===== config.mk =====
export PLATFORM = sky130hd
export DESIGN_NAME = cltu_bch_codeblock_encoder_flat
export DESIGN_NICKNAME = d
export VERILOG_FILES = /design/src/rtl/core/cbe_pkg.sv /design/src/rtl/core/cbe_in_if.sv /design/src/rtl/core/cbe_out_if.sv /design/src/rtl/core/cltu_bch_codeblock_encoder.sv /design/src/rtl/core/cbe_front.sv /design/src/rtl/core/cbe_queue.sv /design/src/rtl/core/cbe_back.sv /design/src/flat_wrapper.sv
export SDC_FILE = /design/constraint.sdc
export NUM_CORES = 1
export LEC_CHECK = 0
export ABC_AREA = 1
export BUFFER_PORTS_ARGS = -buffer_cell sky130_fd_sc_hd__buf_2
export CORE_ASPECT_RATIO = 1.25
export CORE_UTILIZATION = 45
export CTS_BUF_LIST = sky130_fd_sc_hd__clkbuf_4
export DETAILED_ROUTE_END_ITERATION = 12
export SLEW_MARGIN = 40
export SYNTH_ARGS = -nofsm -noshare
export SYNTH_HDL_FRONTEND = slang
export SYNTH_SLANG_ARGS = --single-unit

===== constraint.sdc =====
create_clock -name clk -period 3.7 [get_ports clk]
set_input_delay 0.37 -clock clk [delete_from_list [all_inputs] [get_ports clk]]
set_output_delay 0.37 -clock clk [all_outputs]
set_load 0.005 [all_outputs]

===== src/rtl/core/cbe_pkg.sv =====
// package for the cltu bch codeblock encoder
// holds shared types, byte constants and the bch register update
// no dependencies
package cbe_pkg;

	localparam logic [7:0] START_0     = 8'hEB;
	localparam logic [7:0] START_1     = 8'h90;
	localparam logic [7:0] FILL_BYTE   = 8'h55;
	localparam logic [7:0] TAIL_MAIN   = 8'hC5;
	localparam logic [7:0] TAIL_LAST   = 8'h79;
	localparam logic [6:0] BCH_TAPS    = 7'h45;
	localparam logic [2:0] INFO_PER_BLOCK = 3'd7;
	localparam logic [2:0] TAIL_LAST_IDX  = 3'd7;

	typedef enum logic [2:0] {
		KIND_START  = 3'd0,
		KIND_INFO   = 3'd1,
		KIND_FILL   = 3'd2,
		KIND_PARITY = 3'd3,
		KIND_TAIL   = 3'd4
	} kind_t;

	typedef enum logic [2:0] {
		PH_HEAD,
		PH_START1,
		PH_INFO,
		PH_PARITY,
		PH_FILL,
		PH_TAIL
	} phase_t;

	// one accepted word as handed from front to back
	typedef struct packed {
		logic [7:0] data;
		logic       last;
		logic       first;
	} cmd_t;

	// shift one byte msb-first into the bch register
	function automatic logic [6:0] bch_shift(input logic [6:0] sr_in, input logic [7:0] b);
		logic [6:0] sr;
		logic       fb;
		sr = sr_in;
		for (int k = 0; k < 8; k++) begin
			fb = sr[6] ^ b[7 - k];
			sr = {sr[5:0], 1'b0};
			if (fb) begin
				sr = sr ^ BCH_TAPS;
			end
		end
		return sr;
	endfunction

endpackage


===== src/rtl/core/cbe_in_if.sv =====
// input channel: one frame byte per word with a last flag
// no dependencies
interface cbe_in_if;
	logic       valid;
	logic       ready;
	logic [7:0] data_byte;
	logic       last_byte;

	modport source (output valid, output data_byte, output last_byte, input ready);
	modport sink (input valid, input data_byte, input last_byte, output ready);
endinterface


===== src/rtl/core/cbe_out_if.sv =====
// output channel: one cltu byte per word with its kind and end marks
// no dependencies
interface cbe_out_if;
	logic       valid;
	logic       ready;
	logic [7:0] out_byte;
	logic [2:0] byte_kind;
	logic       run_last;
	logic       cltu_end;

	modport source (output valid, output out_byte, output byte_kind, output run_last,
		output cltu_end, input ready);
	modport sink (input valid, input out_byte, input byte_kind, input run_last,
		input cltu_end, output ready);
endinterface


===== src/rtl/core/cltu_bch_codeblock_encoder.sv =====
// top level of the cltu encoder with (63,56) bch codeblocks
// depends on cbe_pkg, cbe_in_if, cbe_out_if, cbe_front, cbe_queue, cbe_back
//
// Takes one frame byte per word on frame and sends one cltu byte per clock on
// cltu while a word is queued and cltu is ready. The first byte of a unit is
// preceded by two start sequence bytes, the byte that fills a codeblock is
// followed by one parity byte, and the last byte adds up to six fill bytes, one
// parity byte and eight tail bytes. The back-end sequencer emits a single byte
// per clock while cltu is ready; a two-word queue lets the input run ahead
// while those extra bytes go out. run_last marks the final byte caused by each
// input word and cltu_end marks the closing 0x79 of the tail.
module cltu_bch_codeblock_encoder
	import cbe_pkg::*;
(
	input  logic      clk,
	input  logic      arst_n,
	cbe_in_if.sink    frame,
	cbe_out_if.source cltu
);

	logic push;
	cmd_t push_cmd;
	logic q_full;
	logic pop;
	cmd_t head;
	logic head_valid;

	cbe_front u_front (
		.clk      (clk),
		.arst_n   (arst_n),
		.frame    (frame),
		.q_full   (q_full),
		.push     (push),
		.push_cmd (push_cmd)
	);

	cbe_queue u_queue (
		.clk        (clk),
		.arst_n     (arst_n),
		.push       (push),
		.push_cmd   (push_cmd),
		.full       (q_full),
		.pop        (pop),
		.head       (head),
		.head_valid (head_valid)
	);

	cbe_back u_back (
		.clk        (clk),
		.arst_n     (arst_n),
		.head       (head),
		.head_valid (head_valid),
		.pop        (pop),
		.cltu       (cltu)
	);

endmodule


===== src/rtl/core/cbe_front.sv =====
// front end: accepts frame bytes and marks the first byte of each unit
// depends on cbe_pkg and cbe_in_if
module cbe_front
	import cbe_pkg::*;
(
	input  logic         clk,
	input  logic         arst_n,
	cbe_in_if.sink       frame,
	input  logic         q_full,
	output logic         push,
	output cmd_t         push_cmd
);

	logic unit_open_q;

	assign frame.ready = !q_full;
	assign push        = frame.valid && !q_full;

	always_comb begin
		push_cmd.data  = frame.data_byte;
		push_cmd.last  = frame.last_byte;
		push_cmd.first = !unit_open_q;
	end

	always_ff @(posedge clk or negedge arst_n) begin
		if (!arst_n) begin
			unit_open_q <= 1'b0;
		end else if (push) begin
			unit_open_q <= !frame.last_byte;
		end
	end

endmodule


===== src/rtl/core/cbe_queue.sv =====
// two-entry queue between front and back end
// depends on cbe_pkg
module cbe_queue
	import cbe_pkg::*;
(
	input  logic clk,
	input  logic arst_n,
	input  logic push,
	input  cmd_t push_cmd,
	output logic full,
	input  logic pop,
	output cmd_t head,
	output logic head_valid
);

	cmd_t       mem_q [2];
	logic       wr_ptr_q;
	logic       rd_ptr_q;
	logic [1:0] count_q;

	assign full       = count_q == 2'd2;
	assign head_valid = count_q != 2'd0;
	assign head       = mem_q[rd_ptr_q];

	always_ff @(posedge clk) begin
		if (push) begin
			mem_q[wr_ptr_q] <= push_cmd;
		end
	end

	always_ff @(posedge clk or negedge arst_n) begin
		if (!arst_n) begin
			wr_ptr_q <= 1'b0;
			rd_ptr_q <= 1'b0;
			count_q  <= 2'd0;
		end else begin
			if (push) begin
				wr_ptr_q <= !wr_ptr_q;
			end
			if (pop) begin
				rd_ptr_q <= !rd_ptr_q;
			end
			case ({push, pop})
				2'b10:   count_q <= count_q + 2'd1;
				2'b01:   count_q <= count_q - 2'd1;
				default: count_q <= count_q;
			endcase
		end
	end

endmodule


===== src/rtl/core/cbe_back.sv =====
// back end: sequences start, info, fill, parity and tail bytes per word
// depends on cbe_pkg and cbe_out_if
module cbe_back
	import cbe_pkg::*;
(
	input  logic       clk,
	input  logic       arst_n,
	input  cmd_t       head,
	input  logic       head_valid,
	output logic       pop,
	cbe_out_if.source  cltu
);

	phase_t     ph_q, ph_nxt;
	logic [2:0] pos_q;
	logic [6:0] par_q;
	logic [2:0] tail_cnt_q;

	logic [7:0] byte_q;
	kind_t      kind_q;
	logic       run_last_q;
	logic       end_q;
	logic       out_valid_q;

	logic       fire;
	logic [2:0] pos_inc;
	logic       blk_full;
	logic       is_info;
	logic       tail_done;
	phase_t     info_next;

	logic [7:0] emit_byte;
	kind_t      emit_kind;
	logic       emit_done;
	logic       emit_end;

	assign fire      = head_valid && (!out_valid_q || cltu.ready);
	assign pos_inc   = pos_q + 3'd1;
	assign blk_full  = pos_inc == INFO_PER_BLOCK;
	assign is_info   = (ph_q == PH_HEAD && !head.first) || ph_q == PH_INFO;
	assign tail_done = tail_cnt_q == TAIL_LAST_IDX;
	assign info_next = blk_full ? PH_PARITY : (head.last ? PH_FILL : PH_HEAD);
	assign pop       = fire && emit_done;

	// next phase
	always_comb begin
		case (ph_q)
			PH_HEAD:   ph_nxt = head.first ? PH_START1 : info_next;
			PH_START1: ph_nxt = PH_INFO;
			PH_INFO:   ph_nxt = info_next;
			PH_PARITY: ph_nxt = head.last ? PH_TAIL : PH_HEAD;
			PH_FILL:   ph_nxt = blk_full ? PH_PARITY : PH_FILL;
			PH_TAIL:   ph_nxt = tail_done ? PH_HEAD : PH_TAIL;
			default:   ph_nxt = PH_HEAD;
		endcase
	end

	// byte produced in the current phase
	always_comb begin
		emit_byte = head.data;
		emit_kind = KIND_INFO;
		emit_done = 1'b0;
		emit_end  = 1'b0;
		case (ph_q)
			PH_HEAD: begin
				if (head.first) begin
					emit_byte = START_0;
					emit_kind = KIND_START;
				end else begin
					emit_done = !blk_full && !head.last;
				end
			end
			PH_START1: begin
				emit_byte = START_1;
				emit_kind = KIND_START;
			end
			PH_INFO: begin
				emit_done = !blk_full && !head.last;
			end
			PH_PARITY: begin
				emit_byte = {~par_q, 1'b0};
				emit_kind = KIND_PARITY;
				emit_done = !head.last;
			end
			PH_FILL: begin
				emit_byte = FILL_BYTE;
				emit_kind = KIND_FILL;
			end
			PH_TAIL: begin
				emit_byte = tail_done ? TAIL_LAST : TAIL_MAIN;
				emit_kind = KIND_TAIL;
				emit_done = tail_done;
				emit_end  = tail_done;
			end
			default: begin
				emit_byte = head.data;
			end
		endcase
	end

	always_ff @(posedge clk or negedge arst_n) begin
		if (!arst_n) begin
			ph_q        <= PH_HEAD;
			pos_q       <= 3'd0;
			par_q       <= 7'd0;
			tail_cnt_q  <= 3'd0;
			out_valid_q <= 1'b0;
		end else begin
			if (fire) begin
				ph_q        <= ph_nxt;
				out_valid_q <= 1'b1;
				if (ph_q == PH_HEAD && head.first) begin
					pos_q <= 3'd0;
					par_q <= 7'd0;
				end else if (is_info) begin
					pos_q <= pos_inc;
					par_q <= bch_shift(par_q, head.data);
				end else if (ph_q == PH_FILL) begin
					pos_q <= pos_inc;
					par_q <= bch_shift(par_q, FILL_BYTE);
				end else if (ph_q == PH_PARITY) begin
					pos_q <= 3'd0;
					par_q <= 7'd0;
				end else if (ph_q == PH_TAIL) begin
					tail_cnt_q <= tail_cnt_q + 3'd1;
					pos_q      <= 3'd0;
					par_q      <= 7'd0;
				end
			end else if (cltu.ready) begin
				out_valid_q <= 1'b0;
			end
		end
	end

	// output word register
	always_ff @(posedge clk) begin
		if (fire) begin
			byte_q     <= emit_byte;
			kind_q     <= emit_kind;
			run_last_q <= emit_done;
			end_q      <= emit_end;
		end
	end

	assign cltu.valid     = out_valid_q;
	assign cltu.out_byte  = byte_q;
	assign cltu.byte_kind = kind_q;
	assign cltu.run_last  = run_last_q;
	assign cltu.cltu_end  = end_q;

endmodule

===== src/flat_wrapper.sv =====
// flat-port wrapper written by rule: the top's interface ports become plain ports
module cltu_bch_codeblock_encoder_flat import cbe_pkg::*;
  (clk, arst_n, frame_valid, frame_data_byte, frame_last_byte, frame_ready, cltu_valid, cltu_out_byte, cltu_byte_kind, cltu_run_last, cltu_cltu_end, cltu_ready);
  cbe_in_if frame_i ();
  cbe_out_if cltu_i ();
  input  logic clk;
  input  logic arst_n;
  input wire logic [$bits(frame_i.valid)-1:0] frame_valid;
  input wire logic [$bits(frame_i.data_byte)-1:0] frame_data_byte;
  input wire logic [$bits(frame_i.last_byte)-1:0] frame_last_byte;
  output wire logic [$bits(frame_i.ready)-1:0] frame_ready;
  output wire logic [$bits(cltu_i.valid)-1:0] cltu_valid;
  output wire logic [$bits(cltu_i.out_byte)-1:0] cltu_out_byte;
  output wire logic [$bits(cltu_i.byte_kind)-1:0] cltu_byte_kind;
  output wire logic [$bits(cltu_i.run_last)-1:0] cltu_run_last;
  output wire logic [$bits(cltu_i.cltu_end)-1:0] cltu_cltu_end;
  input wire logic [$bits(cltu_i.ready)-1:0] cltu_ready;
  assign frame_i.valid = frame_valid;
  assign frame_i.data_byte = frame_data_byte;
  assign frame_i.last_byte = frame_last_byte;
  assign frame_ready = frame_i.ready;
  assign cltu_valid = cltu_i.valid;
  assign cltu_out_byte = cltu_i.out_byte;
  assign cltu_byte_kind = cltu_i.byte_kind;
  assign cltu_run_last = cltu_i.run_last;
  assign cltu_cltu_end = cltu_i.cltu_end;
  assign cltu_i.ready = cltu_ready;
  cltu_bch_codeblock_encoder u_core (.clk(clk), .arst_n(arst_n), .frame(frame_i), .cltu(cltu_i));
endmodule

==> results.toml <==
[route]
wl_per_cell_microns = 13.6
routed_wl_microns = 6510
drt_iter0_drc = 119
dr_total_vias = 2415
ant_nets = 0
via_per_inst = 5.05
firstDrtPassIters = 4
drcViolationCount = 0

[min_path]
worstHoldPathType = "primary input to register"
hold_depth = 2
holdPathEnd = "u_core.u_back.cltu.valid"
hp-start = "cltu_ready"

[layout]
final_cell_mix = "nand2_1 (100), inv_1 (45), o21ai_0 (33), edfxtp_1 (33)"
layout_commonest_cell = "nand2_1"
nNetsFinal = 408
diodes = 0
drive_gt1_frac = 0.146
syn2layout_area_growth_pct = 10.6

[placement]
post-place-ws_ns = 1.06
hpwlAfterDp_microns = 5080
portBuffers = 27
gp_congestion = 0.861

[synthesis]
synth-edff-count = 33
ys_seq_area_frac = 0.506
synth_nets = 375
synth_top_area_frac = 0.325
ys_types = 28
yosys.area.top_type = "edfxtp_1"
syn_avg_cell_area_sq_um = 8.53
synth.area.top_cells = "edfxtp_1 (33%), dfrtp_1 (18%), nand2_1 (12%), inv_1 (5.5%), o21ai_0 (5.4%)"
syn_area_sq_um = 3050
ys_ff_latch = 55
synthFlopType = "edfxtp_1"
syn_inst = 357
synth_warnings = 0
ys_async_sr_fraction = 0.400

[clocking]
clock_sinks = 55
numCtsBuffers = 5
cts-root-buf = "clkbuf_4"
clock_path_buffers = 2
post_cts_buffers = 0
clk_latency_ns = 0.37
tritoncts = "yes"
clk_pin_slew_ns = 0.15
ctsHtreeMaxLevel = 2

[timing]
fin_ws_ns = 1.05
rsz0062_at_grt = "no"
period_share = 0.716
fmax_mhz = 378
setup_viol = 0
hold_violations = 0
worst_clock_skew_ns = 0.00374
period_needed_ns = 2.65
relSlewSlack = 0.611
slew_viol_final = 0
worstMarginPinSlew_ns = 0.577
tns_ns = 0

[critical_path]
path_cells = "inv_2, or2_1, o21ai_2, o21ai_2, o21ai_0, nand2_1, nand2_1, nand2_1, inv_1, ha_1, a21oi_1, o21ai_0, xor2_1"
cp-end-kind = "register"
worstReg2RegEnd = "u_core.u_queue.count_q[1]"
r2r_start = "u_core.u_queue.rd_ptr_q"
reg2regPathDepth = 13
crit_top_cell = "nand2_1"
crit_fanout = 15
worstSetupStartpointType = "register"
crit_type = "register to register"
cpMaxStageDelayCell = "dfrtp_1"
rrSetupSlack_ns = 1.05
critPathMaxStageDelay_ns = 0.67
worstPathArrival_ns = 2.91
critPathRequiredTime_ns = 3.96

[status]
status = "finished clean"

[floorplan]
rows = 33
core_sq_um = 6570
dieArea_sq_um = 7100
fp.dieW_microns = 75.6
die_y_microns = 94.0
start_util = 0.464
ios = 28

[power]
power_density_nw_per_um2 = 991
ir_worst_vdd_mv = 0.369
power.static_leakage_nw = 1.55

[grt]
gr-total-overflow = 0
grt_pass1_vias = 2384
track_usage = 0.207
grt_max_degree = 23
antenna_found_initial = 0
grt_pass1_wl_microns = 10900

[run]
drv_cap = 0
==> flip-flops by register name, summed over array words and instances (netlist names) <==
register / count
u_core.u_queue.wr_ptr_q: 1
u_core.u_back.par_q: 7
u_core.u_queue.rd_ptr_q: 1
u_core.u_queue.mem_q: 20
u_core.u_queue.count_q: 2
u_core.u_back.pos_q: 3
u_core.u_back.cltu.valid: 1
u_core.u_back.ph_q: 3
u_core.u_back.cltu.out_byte: 8
u_core.u_back.cltu.cltu_end: 1
u_core.u_front.unit_open_q: 1
u_core.u_back.tail_cnt_q: 3
u_core.u_back.cltu.byte_kind: 3
u_core.u_back.cltu.run_last: 1
==> worst max-delay path, delay by kind of cell (launching register included) <==
| kind | cells | cell delay [ns] |
|---|---|---|
| compound gates | 5 | 0.71 |
| xor+xnor | 1 | 0.16 |
| fa+ha+maj | 1 | 0.24 |
| buf+inv | 2 | 0.27 |
| flops | 1 | 0.67 |
| simple gates | 4 | 0.50 |
==> worst max path at each step <==
stage / start / end / slack (ns) / cells past startpoint
2_1_floorplan: u_core.u_back.cltu.valid / u_core.u_back.par_q[2] / 1.20 / 11
3_3_place_gp: u_core.u_queue.rd_ptr_q / u_core.u_queue.count_q[1] / 1.15 / 13
3_5_place_dp: u_core.u_queue.rd_ptr_q / u_core.u_queue.count_q[1] / 1.06 / 13
4_1_cts: u_core.u_queue.rd_ptr_q / u_core.u_queue.count_q[1] / 1.03 / 13
5_1_grt: u_core.u_queue.rd_ptr_q / u_core.u_queue.count_q[1] / 0.73 / 13
6_report: u_core.u_queue.rd_ptr_q / u_core.u_queue.count_q[1] / 1.05 / 13
==> per-layer routing <==
layer  up-vias  GRT usage  wire (microns)
met2        57      0.359            3270
met4         0     0.0864             223
met5         -          0               0
met3        18     0.0333             175
li1       1241          -               -
met1      1099      0.249            2840
==> synth_stat cells (all sizes together), types with 2 or more instances <==
library cell	number
o2111ai	2
xor2	8
a21oi	12
a211oi	3
mux2i	2
inv	49
nand3b	3
o221ai	2
nand3	24
buf	3
edfxtp	33
xnor2	8
o21ai	40
o211ai	3
ha	5
nor2	29
dfrtp	22
nand2	106
==> report_power, final <==
| part | leakage [nW] | switching [W] | total, W | internal (W) |
|---|---|---|---|---|
| clock | 0.0463 | 0.000183 | 0.000341 | 0.000158 |
| sequential | 0.594 | 0.000139 | 0.00108 | 0.000937 |
| combinational | 0.908 | 0.00128 | 0.00192 | 0.000645 |
| total | 1.55 | 0.00160 | 0.00334 | 0.00174 |
==> layout make-up <==
cell class	count	area (sq um)
repair buffers	29	153
inverters	49	184
well taps	87	109
fillers	642	3200
clock buffers	7	52.6
multi-input cells	250	1300
clock inverters	1	30.0
flip-flops and latches	55	1540
==> cells by family after synthesis <==
logic type                 Yosys count  share of synthesized area
xor gates and xnor gates            16                     0.0485
buffers and inverters               52                     0.0690
DFF                                 55                      0.506
adders and majority gates            5                     0.0205
and+or+nand+nor                    165                      0.233
muxes                                2                    0.00657
AOI/OAI and AO/OA                   62                      0.117
==> per-stage QoR <==
stage	total power [W]	cell area [sq um]	hold slack, ns	cells	utilization
floorplan	0.00252	3050	0.0744	357	-
global placement	0.00297	3270	0.383	469	0.498
global route	0.00369	3370	0.147	478	0.513
detailed placement	0.00299	3270	0.387	469	0.499
finish	0.00334	3370	0.176	478	0.513
CTS	0.00334	3370	0.164	478	0.513
==> what timing repair did <==
| action | 4_1_cts | 5_1_grt |
|---|---|---|
| gates resized for setup | 0 | 0 |
| endpoints found under the hold margin | 22 | 0 |
| hold buffers | 1 | 0 |
Power figures use the tool's default switching activity.
